`config.mk`:
```
export PLATFORM = sky130hd
export DESIGN_NAME = vertex_rotate_project_core
export DESIGN_NICKNAME = d
export VERILOG_FILES = /design/src/sv/vrp_pkg.sv /design/src/sv/vrp_rotate.sv /design/src/sv/vrp_div_stage.sv /design/src/sv/vertex_rotate_project_core.sv
export VERILOG_INCLUDE_DIRS = /design/src /design/src/sv
export SDC_FILE = /design/constraint.sdc
export NUM_CORES = 2
export LEC_CHECK = 0
export ABC_CLOCK_PERIOD_IN_PS = 9550
export BUFFER_PORTS_ARGS = -buffer_cell sky130_fd_sc_hd__buf_4
export CAP_MARGIN = 20
export CORE_UTILIZATION = 65
export CTS_CLUSTER_SIZE = 25
export DETAILED_ROUTE_END_ITERATION = 6
export PLACE_DENSITY = 0.85
export SYNTH_ARGS = -nofsm -noshare
export SYNTH_HDL_FRONTEND = slang
export SYNTH_SLANG_ARGS = --single-unit
export TNS_END_PERCENT = 20
```
`constraint.sdc`:
```
create_clock -name i_clk -period 9.55 [get_ports i_clk]
set_input_delay 0.955 -clock i_clk [delete_from_list [all_inputs] [get_ports i_clk]]
set_output_delay 0.955 -clock i_clk [all_outputs]
set_load 0.02 [all_outputs]
```
`src/sv/assert_macros.svh`:
```
// Assertion helpers for the vertex projection block
`ifndef ASSERT_MACROS_SVH
`define ASSERT_MACROS_SVH

// antecedent implies consequent on the same edge
`define ASSERT_IMP(label, clk, rst_n, ante, cons, msg) \
    label: assert property (@(posedge clk) disable iff (!rst_n) (ante) |-> (cons)) \
        else $error(msg);

// antecedent implies consequent on the next edge
`define ASSERT_NXT(label, clk, rst_n, ante, cons, msg) \
    label: assert property (@(posedge clk) disable iff (!rst_n) (ante) |=> (cons)) \
        else $error(msg);

`endif

```
`src/sv/vrp_pkg.sv`:
```
// ----------------------------------------------------------------------------
// vrp_pkg
// Types, constants and the sine table for the vertex rotate/project pipe.
// ----------------------------------------------------------------------------
package vrp_pkg;

    localparam int SCREEN_W    = 256;
    localparam int SCREEN_H    = 240;
    localparam int ONE_Q       = 256;
    localparam int Z_FLOOR     = 512;
    localparam logic signed [15:0] DEPTH_RESET = 16'sd768;

    // quotient stages: 10 bits of quotient; 1024 and above saturate
    localparam int QBITS       = 10;
    localparam int DIV_STEPS   = 5;   // bits per stage = 2
    // rotate stages, divide stages, output register
    localparam int LATENCY     = 3 + DIV_STEPS + 1;

    typedef struct packed {
        logic signed [15:0] vert_x;
        logic signed [15:0] vert_y;
        logic signed [15:0] vert_z;
        logic        [7:0]  angle;
    } t_vert_in;

    typedef struct packed {
        logic [8:0] screen_x;
        logic [7:0] screen_y;
    } t_screen_out;

    // divider lane state
    typedef struct packed {
        logic              neg;
        logic              sat;   // quotient known to exceed the clamp
        logic [25:0]       rem;   // running remainder, scaled by 2 each step
        logic [QBITS-1:0]  quo;
    } t_div_lane;

    function automatic logic [8:0] quarter_sine(input logic [6:0] i);
        logic [8:0] v;
        case (i)
            7'd0: v = 9'd0;     7'd1: v = 9'd6;     7'd2: v = 9'd13;    7'd3: v = 9'd19;
            7'd4: v = 9'd25;    7'd5: v = 9'd31;    7'd6: v = 9'd38;    7'd7: v = 9'd44;
            7'd8: v = 9'd50;    7'd9: v = 9'd56;    7'd10: v = 9'd62;   7'd11: v = 9'd68;
            7'd12: v = 9'd74;   7'd13: v = 9'd80;   7'd14: v = 9'd86;   7'd15: v = 9'd92;
            7'd16: v = 9'd98;   7'd17: v = 9'd104;  7'd18: v = 9'd109;  7'd19: v = 9'd115;
            7'd20: v = 9'd121;  7'd21: v = 9'd126;  7'd22: v = 9'd132;  7'd23: v = 9'd137;
            7'd24: v = 9'd142;  7'd25: v = 9'd147;  7'd26: v = 9'd152;  7'd27: v = 9'd157;
            7'd28: v = 9'd162;  7'd29: v = 9'd167;  7'd30: v = 9'd172;  7'd31: v = 9'd177;
            7'd32: v = 9'd181;  7'd33: v = 9'd185;  7'd34: v = 9'd190;  7'd35: v = 9'd194;
            7'd36: v = 9'd198;  7'd37: v = 9'd202;  7'd38: v = 9'd206;  7'd39: v = 9'd209;
            7'd40: v = 9'd213;  7'd41: v = 9'd216;  7'd42: v = 9'd220;  7'd43: v = 9'd223;
            7'd44: v = 9'd226;  7'd45: v = 9'd229;  7'd46: v = 9'd231;  7'd47: v = 9'd234;
            7'd48: v = 9'd237;  7'd49: v = 9'd239;  7'd50: v = 9'd241;  7'd51: v = 9'd243;
            7'd52: v = 9'd245;  7'd53: v = 9'd247;  7'd54: v = 9'd248;  7'd55: v = 9'd250;
            7'd56: v = 9'd251;  7'd57: v = 9'd252;  7'd58: v = 9'd253;  7'd59: v = 9'd254;
            7'd60: v = 9'd255;  7'd61: v = 9'd255;  7'd62: v = 9'd256;  7'd63: v = 9'd256;
            7'd64: v = 9'd256;
            default: v = 9'd0;
        endcase
        return v;
    endfunction

    function automatic logic signed [9:0] sine_rom(input logic [7:0] a);
        logic [8:0] m;
        if (a[6]) begin
            m = quarter_sine(7'd64 - {1'b0, a[5:0]});
        end else begin
            m = quarter_sine({1'b0, a[5:0]});
        end
        return a[7] ? -$signed({1'b0, m}) : $signed({1'b0, m});
    endfunction

endpackage

```
`src/sv/vrp_rotate.sv`:
```
// ----------------------------------------------------------------------------
// vrp_rotate
// Sine lookup, four Q8.8 products, rotation sums and depth clamp.
// Three register stages; outputs rx, y and clamped z.
// ----------------------------------------------------------------------------
module vrp_rotate
    import vrp_pkg::*;
(
    input  logic                i_clk,
    input  logic                i_rst_n,
    input  logic                i_valid,
    input  t_vert_in            i_vert,
    input  logic signed [15:0]  i_depth_offset,
    output logic                o_valid,
    output logic signed [15:0]  o_rx,
    output logic signed [15:0]  o_y,
    output logic        [15:0]  o_z
);

    // stage 1: sine/cosine
    logic               r_v1;
    logic signed [15:0] r_x1, r_y1, r_z1;
    logic signed [9:0]  r_s1, r_c1;
    // stage 2: products
    logic               r_v2;
    logic signed [15:0] r_y2, r_xc2, r_zs2, r_xs2, r_zc2;
    // stage 3: sums and clamp
    logic               r_v3;
    logic signed [15:0] r_rx3, r_y3;
    logic        [15:0] r_z3;

    logic signed [25:0] n_xc, n_zs, n_xs, n_zc;
    logic signed [15:0] n_rz, n_zd;

    assign n_xc = r_x1 * r_c1;
    assign n_zs = r_z1 * r_s1;
    assign n_xs = r_x1 * r_s1;
    assign n_zc = r_z1 * r_c1;

    always_comb begin
        n_rz = r_xs2 + r_zc2;
        n_zd = n_rz + i_depth_offset;
    end

    always_ff @(posedge i_clk) begin
        if (!i_rst_n) begin
            r_v1 <= 1'b0;
            r_v2 <= 1'b0;
            r_v3 <= 1'b0;
        end else begin
            r_v1 <= i_valid;
            r_v2 <= r_v1;
            r_v3 <= r_v2;
        end
        r_x1  <= i_vert.vert_x;
        r_y1  <= i_vert.vert_y;
        r_z1  <= i_vert.vert_z;
        r_s1  <= sine_rom(i_vert.angle);
        r_c1  <= sine_rom(i_vert.angle + 8'd64);
        r_y2  <= r_y1;
        r_xc2 <= n_xc[23:8];
        r_zs2 <= n_zs[23:8];
        r_xs2 <= n_xs[23:8];
        r_zc2 <= n_zc[23:8];
        r_y3  <= r_y2;
        r_rx3 <= r_xc2 - r_zs2;
        r_z3  <= (n_zd < $signed(16'(Z_FLOOR))) ? 16'(Z_FLOOR) : n_zd;
    end

    assign o_valid = r_v3;
    assign o_rx    = r_rx3;
    assign o_y     = r_y3;
    assign o_z     = r_z3;

endmodule

```
`src/sv/vrp_div_stage.sv`:
```
// ----------------------------------------------------------------------------
// vrp_div_stage
// One registered step of the restoring divider: two quotient bits for each
// of the x and y lanes, which share the same divisor.
// ----------------------------------------------------------------------------
module vrp_div_stage
    import vrp_pkg::*;
(
    input  logic        i_clk,
    input  logic        i_rst_n,
    input  logic        i_valid,
    input  logic [15:0] i_z,
    input  t_div_lane   i_lx,
    input  t_div_lane   i_ly,
    output logic        o_valid,
    output logic [15:0] o_z,
    output t_div_lane   o_lx,
    output t_div_lane   o_ly
);

    logic        r_v;
    logic [15:0] r_z;
    t_div_lane   r_lx, r_ly;
    t_div_lane   n_lx, n_ly;

    // rem is the remainder scaled up by one bit per step, so the divisor
    // stays fixed at z << (QBITS-1)
    function automatic t_div_lane step2(input t_div_lane l, input logic [15:0] z);
        t_div_lane  o;
        logic [26:0] t;
        o = l;
        for (int k = 0; k < 2; k++) begin
            t = {1'b0, o.rem} - {2'b0, z, 9'd0};
            o.quo = {o.quo[QBITS-2:0], ~t[26]};
            if (!t[26]) begin
                o.rem = t[25:0];
            end
            o.rem = {o.rem[24:0], 1'b0};
        end
        return o;
    endfunction

    assign n_lx = step2(i_lx, i_z);
    assign n_ly = step2(i_ly, i_z);

    always_ff @(posedge i_clk) begin
        if (!i_rst_n) begin
            r_v <= 1'b0;
        end else begin
            r_v <= i_valid;
        end
        r_z  <= i_z;
        r_lx <= n_lx;
        r_ly <= n_ly;
    end

    assign o_valid = r_v;
    assign o_z     = r_z;
    assign o_lx    = r_lx;
    assign o_ly    = r_ly;

endmodule

```
`src/sv/vertex_rotate_project_core.sv`:
```
// ----------------------------------------------------------------------------
// vertex_rotate_project_core
// Rotates a Q8.8 vertex about Y and projects it to screen coordinates.
// Pipeline from start to o_result_valid: 3 rotate, 5 divide, 1 out stage.
// Throughput: one item per cycle; busy is always low, results never stall.
// Divide is five 2-bit restoring steps, one register stage each.
// Reset (synchronous, active low) clears valid bits, sets depth_offset to 3.0.
// ----------------------------------------------------------------------------
`include "assert_macros.svh"

module vertex_rotate_project_core
    import vrp_pkg::*;
(
    input  logic               i_clk,
    input  logic               i_rst_n,
    input  logic               start,
    output logic               busy,
    input  t_vert_in           i_vert,
    input  logic               i_cfg_we,
    input  logic signed [15:0] i_cfg_data,
    output logic               o_result_valid,
    output t_screen_out        o_result
);

    logic signed [15:0] r_depth_offset;
    logic               n_accept;

    logic               rot_valid;
    logic signed [15:0] rot_rx, rot_y;
    logic        [15:0] rot_z;

    logic [DIV_STEPS:0] dv;
    logic [15:0]        dz [DIV_STEPS+1];
    t_div_lane          dlx [DIV_STEPS+1];
    t_div_lane          dly [DIV_STEPS+1];

    logic               r_out_v;
    t_screen_out        r_out;
    logic signed [10:0] n_px, n_py;
    logic [9:0]         n_ux, n_uy;
    logic [22:0]        n_wx;
    logic [8:0]         n_sx;
    logic [21:0]        n_sy;
    logic [8:0]         n_hy;

    assign busy     = 1'b0;
    assign n_accept = start && !busy;

    always_ff @(posedge i_clk) begin
        if (!i_rst_n) begin
            r_depth_offset <= DEPTH_RESET;
        end else if (i_cfg_we) begin
            r_depth_offset <= i_cfg_data;
        end
    end

    vrp_rotate u_rotate (
        .i_clk          (i_clk),
        .i_rst_n        (i_rst_n),
        .i_valid        (n_accept),
        .i_vert         (i_vert),
        .i_depth_offset (r_depth_offset),
        .o_valid        (rot_valid),
        .o_rx           (rot_rx),
        .o_y            (rot_y),
        .o_z            (rot_z)
    );

    // |v|*256 / z: quotients of 1024 and up all clamp alike, so they are
    // flagged up front and the divider only has to produce 10 bits.
    function automatic t_div_lane lane_init(input logic signed [15:0] v,
                                            input logic [15:0] z);
        t_div_lane   l;
        logic [16:0] m;
        m     = v[15] ? 17'(-$signed({v[15], v})) : {1'b0, v};
        l.neg = v[15];
        l.sat = ({1'b0, m} >= {z, 2'b00});
        l.rem = l.sat ? '0 : 26'({m, 8'd0});
        l.quo = '0;
        return l;
    endfunction

    assign dv[0]  = rot_valid;
    assign dz[0]  = rot_z;
    assign dlx[0] = lane_init(rot_rx, rot_z);
    assign dly[0] = lane_init(rot_y, rot_z);

    genvar g;
    generate
        for (g = 0; g < DIV_STEPS; g++) begin : g_div
            vrp_div_stage u_stage (
                .i_clk   (i_clk),
                .i_rst_n (i_rst_n),
                .i_valid (dv[g]),
                .i_z     (dz[g]),
                .i_lx    (dlx[g]),
                .i_ly    (dly[g]),
                .o_valid (dv[g+1]),
                .o_z     (dz[g+1]),
                .o_lx    (dlx[g+1]),
                .o_ly    (dly[g+1])
            );
        end
    endgenerate

    function automatic logic signed [10:0] clamp_q(input t_div_lane l);
        logic [9:0] q;
        q = (l.sat || l.quo > 10'(ONE_Q)) ? 10'(ONE_Q) : l.quo;
        return l.neg ? -$signed({1'b0, q}) : $signed({1'b0, q});
    endfunction

    always_comb begin
        n_px = clamp_q(dlx[DIV_STEPS]);
        n_py = clamp_q(dly[DIV_STEPS]);
        n_ux = 10'(n_px + 11'sd256);
        n_uy = 10'(n_py + 11'sd256);
        n_wx = 23'(n_ux) * 23'(SCREEN_W);
        n_sx = n_wx[17:9];
        // (py+256)/2 with py+256 >= 0 is a shift
        n_hy = n_uy[9:1];
        n_sy = 22'(9'd256 - n_hy) * 22'(SCREEN_H);
    end

    always_ff @(posedge i_clk) begin
        if (!i_rst_n) begin
            r_out_v <= 1'b0;
        end else begin
            r_out_v <= dv[DIV_STEPS];
        end
        r_out.screen_x <= n_sx;
        r_out.screen_y <= n_sy[15:8];
    end

    assign o_result_valid = r_out_v;
    assign o_result       = r_out;

    `ASSERT_NXT(a_lat_rot, i_clk, i_rst_n, n_accept, u_rotate.r_v1, "rotate stage lost an item")
    `ASSERT_IMP(a_zfloor, i_clk, i_rst_n, rot_valid, rot_z >= 16'(Z_FLOOR), "depth below floor")
    `ASSERT_IMP(a_quo, i_clk, i_rst_n, r_out_v, r_out.screen_x <= 9'd256, "screen x out of range")

endmodule
```
# [Word level (Yosys, flattened, before mapping)]
# Memories as Yosys holds them, arrays and structs flattened.
# Cells that the tools add are included.
[classes] add_sub_neg=35 n_mul=5 order_cmp=5 muxes=30 n_bitwise=20 n_reduce_logical=2
[op_table] operator="$mux 25" n=20
[op_table] operator="$sub 26x25->27" n=18
[op_table] operator="$mul 16x10->24" n=4
[op_table] operator="$sub 25x25->26" n=2
[op_table] operator="$mux 10" n=4
[op_table] operator="$ge 17x18->1" n=2
[op_table] operator="$mux 9" n=4
[op_table] operator="$mux 17" n=2
[op_table] operator="$neg 16->17" n=2
[op_table] operator="$add 16x16->16" n=2
[op_table] operator="$mul 22x4->12 const B" n=1
[op_table] operator="$add 10x10->10 const B" n=2
[op_table] operator="$gt 10x9->1 const B" n=2
[op_table] operator="$neg 10->10" n=2
[op_table] operator="$neg 9->10" n=2
[op_table] operator="$not 1->1" n=20
[op_table] operator="$lt 16x11->1 const B" n=1
[op_table] operator="$sub 16x16->16" n=1
[op_table] operator="$sub 7x6->7 const A" n=2
[op_table] operator="$sub 9x9->10 const A" n=1
[op_table] operator="$add 8x7->8 const B" n=1
[op_table] operator="$logic_or 1x1->1" n=2
[word_totals] ff_bits=582 romBits=3456 input_bits=76 word_cells=178 n_memories=4
[memory_table] memory="(no name shown)" depth=128 word_bits=9 read_ports=1 rd_clocked_by_memory_dff=0 write_ports=0 line="vrp_pkg.sv:41" source="case (i)"
[memory_table] memory="(no name shown)" depth=128 word_bits=9 read_ports=1 rd_clocked_by_memory_dff=0 write_ports=0 line="vrp_pkg.sv:41"
[memory_table] memory="(no name shown)" depth=64 word_bits=9 read_ports=1 rd_clocked_by_memory_dff=0 write_ports=0 line="vrp_pkg.sv:41"
[memory_table] memory="(no name shown)" depth=64 word_bits=9 read_ports=1 rd_clocked_by_memory_dff=0 write_ports=0 line="vrp_pkg.sv:41"

# [Depth between registers and ports, before layout]
[depth] depth_word=8 depth_mapped=41

# [Cells and area by module]
# From an unflattened synthesis, not the netlist that was laid out.
[unflattened] cells_unflattened=6561 hier_area_um2=60595.6
[modules_own_cells] mod="vrp_rotate" n_inst=1 cells_per_inst=3274 area_per_inst_um2=29558.3 seq_area_each_um2=3983.8
[modules_own_cells] mod="vrp_div_stage" n_inst=5 cells_per_inst=556 area_per_inst_um2=5353.9 seq_area_each_um2=1781.7
[modules_own_cells] mod="vertex_rotate_project_core" n_inst=1 cells_per_inst=507 area_per_inst_um2=4267.8 seq_area_each_um2=680.7

# [Worst setup path after synthesis]
# Ideal clock, no wire load.
[synth_path] path_type="register -> register" from="reg u_rotate.r_y3[8], in the netlist u_rotate.o_y[8]" to="reg g_div[0].u_stage.r_ly (netlist bit g_div[0].u_stage.o_ly[28])" arrival_ns=8.525 required_time_ns=9.429 path_slack_ns=0.903 path_stages_with_launch=38 cell_sequence="dfxtp_1 or4_1 or3_1 or2_2 nor4b_1 ha_1 nand4b_1 a2111oi_0 o41ai_1 o211ai_1 buf_2 inv_1 and2_1 ha_1 and2_4 a221o_1 a21o_1 a221o_1 [2 not listed] a221o_1 buf_6 clkbuf_1 o21ai_0 inv_1 ha_1 nor2b_1 o21ai_0 a21boi_1 o21ai_0 a21oi_1 o21ai_1 o221ai_1 o41ai_1 o21ai_0 a221oi_4 buf_8 mux2_4"
[synth_rtl] item="start: declaration" line="vrp_rotate.sv:29" source="logic signed [15:0] r_rx3, r_y3;"
[synth_rtl] item="start signal: assignment" line="vrp_rotate.sv:65" source="r_y3 <= r_y2;"
[synth_rtl] item="end signal: assignment" line="vrp_div_stage.sv:54" source="r_ly <= n_ly;"
[synth_rtl] item="end: declaration" line="vrp_div_stage.sv:23" source="t_div_lane r_lx, r_ly;"

==> results.toml <==
[outcome]
status = "complete, no violations"

[placed_design]
place.detailed.hpwl_mm = 101
gp_congestion = 0.932
placed_cells_incl_taps = 7004
count_of_input_and_output_buffers = 93

[logic_synthesis]
synth.cell_area_sq_mm = 0.0537
synthDistinctLibCells = 92
synth_edf_count = 0
synth-seq-area-share_pct = 19.0
yosysWarnings = 0
post_synth_inst_count = 5989
postSynth.topFlopCell = "sky130_fd_sc_hd__dfxtp_1"
synth.ff_latch_count = 510
synth-async-reset-ratio_pct = 0
synth.avg_cell_area_sq_um = 8.96

[cts]
insertion_delay_ps = 660
cts.hold.buffers_added = 0
clkSlewWorstSetupHoldPaths_ps = 70
cts_made_buffers = 56
cts_h_tree_lvls = 2
clock-root-buffer = "sky130_fd_sc_hd__clkbuf_16"
clock_path_buffers = 3
cts_tree = "built"
clock_sinks = 510

[grt]
pin_count_of_the_biggest_net_entering_global_routing = 46
grt_remaining_overflow = 0
grt_pass1_wl_mm = 214
grt_antenna_before_repair = 3
first_global_vias = 43651
grtUsageTotal_pct = 31.9

[timing]
grt_setup_unrepaired = "false"
finalWorstPathRequiredPeriod_ps = 8900
timing.max_slew.rel_slack_pct = 33.1
setup_viol_count_final = 0
finalCritPeriodShare_pct = 93.2
clock.fmax_mhz = 112
finalHoldViolCount = 0
skew_ps = 37.3
max_slew.worst_pin.slew_ps = 1000
timing.final.max_slew_violations = 0
fin_tns_setup_ps = 0

[floorplanning]
floorplan.die_area_sq_mm = 0.0837
design.core.area_sq_mm = 0.0818
die_w_microns = 289
initial_utilization_pct = 65.6
io_pins = 95
core.rowCount = 105
dieHeight_microns = 289

[critical_path]
worstPathRequired_ps = 10070
critPathSlowestCell = "sky130_fd_sc_hd__or4_1"
worstPathBufferInverterCount = 3
worst_path_fanout_max = 12
critical_path.max_stage_delay_ps = 560
worst_setup_path_end_kind = "flip-flop"
timing.critical_path.arrival_ps = 9420
critPathTopFamily = "compound AO/OA/AOI/OAI gates"
setup.worst_path.class = "flip-flop to flip-flop"
cp-start-kind = "flip-flop"

[detailed_routing]
routed_wirelength_mm = 132
detail_route.drc_violations = 0
antenna_violating_nets_post_route = 0
routedWlPerCell_microns = 18.5
vias_per_cell = 5.93
drt-initial-drc-count = 2672
route.vias.total = 42184
drt_first_pass_iters = 5

[min_path]
min-delay-path-class = "flip-flop to flip-flop"

[job]
timing.max_cap.violations = 0

[finish]
mostFrequentLayoutCell = "sky130_fd_sc_hd__inv_1"
finalNetCount = 7240
mostFrequentLayoutCells = "750 x sky130_fd_sc_hd__inv_1, 613 x sky130_fd_sc_hd__ha_1, 557 x sky130_fd_sc_hd__fa_1"
final_cells = 7110
drive_above_1_share_pct = 7.25
fillCellCount = 6099
syn_to_final_growth_pct = 6.71
metal layers:
metal	up-vias	global-route usage, %	routed length (microns)
li1	19829	-	-
met1	20461	36.6	50700
met2	1458	56.9	65000
met3	432	4.18	7850
met4	4	18.6	8300
met5	-	0	28
synthesized netlist by cell type (all sizes together), types with 18 or more instances:
cell type | number | area share (%)
nand4 | 22 | 0.26
ha | 613 | 14
nor3 | 100 | 0.95
a21o | 129 | 1.8
a31o | 18 | 0.29
o21bai | 35 | 0.49
nor2b | 105 | 1.2
a21oi | 292 | 2.7
a31oi | 32 | 0.37
and2 | 326 | 3.8
dfxtp | 510 | 19
xor2 | 139 | 2.3
o21a | 66 | 0.92
nand3 | 48 | 0.45
o21ai | 255 | 2.4
inv | 752 | 5.3
a211oi | 28 | 0.39
and3 | 33 | 0.38
nor2 | 332 | 2.3
fa | 557 | 21
nand2b | 100 | 1.2
o31ai | 30 | 0.43
buf | 31 | 0.32
a21boi | 37 | 0.52
nand2 | 513 | 3.6
xnor2 | 268 | 4.4
or3 | 27 | 0.31
mux2i | 46 | 0.86
o211ai | 22 | 0.31
clkbuf | 174 | 1.2
mux2 | 140 | 3.0
repair_timing:
action | in CTS | in global routing
setup endpoints to repair | 0 | 17
resized for setup | 0 | 3
buffers inserted | 0 | 1
cell families after synthesis:
| group | synth area share, % |
|---|---|
| other cells | 0.00699 |
| xor+xnor | 6.64 |
| flops | 19.0 |
| simple gates | 15.3 |
| compound gates | 13.1 |
| fa+ha+maj | 35.1 |
| mux | 3.97 |
| buf+inv | 6.81 |
registers in the layout (all words and copies together), names as in the netlist, 17 cells and up:
signal	flops
g_div.u_stage.o_lx	104
g_div.u_stage.o_z	64
o_result	17
g_div.u_stage.o_ly	104
path summary, 6_finish.rpt:
kind / from / end / slack (ps) / depth (start not counted)
min: g_div[2].u_stage.o_lx[5] / g_div[3].u_stage.o_lx[7] / 320 / 0
max: u_rotate.o_y[8] / g_div[0].u_stage.o_ly[27] / 650 / 34
min reg2reg: g_div[2].u_stage.o_lx[5] / g_div[3].u_stage.o_lx[7] / 320 / 0
max reg2reg: u_rotate.o_y[8] / g_div[0].u_stage.o_ly[27] / 650 / 34
area by class of cell:
cell class              count  area (sq um)  area share (%)
clock inverters            34           382           0.666
diodes                      1          2.50         0.00437
flip-flops and latches    510         10200            17.8
multi-input cells        4525         39800            69.6
clock buffers              69          1550            2.71
repair buffers            147          1100            1.93
well taps                1070          1340            2.34
inverters                 754          2830            4.94
per-stage QoR:
stage               area (sq um)  utilization, %  setup WS, ps  hold WS, ps
floorplan                  53700               -           903          310
global placement           55300            67.6           394          310
detailed placement         55300            67.6           141          312
CTS                        57200            69.9           130          322
global route               57300            70.0           112          329
finish                     57300            70.0           652          318
Power is not shown: default switching activity piles up to over one toggle a cycle in this logic, so the estimate is an artifact.
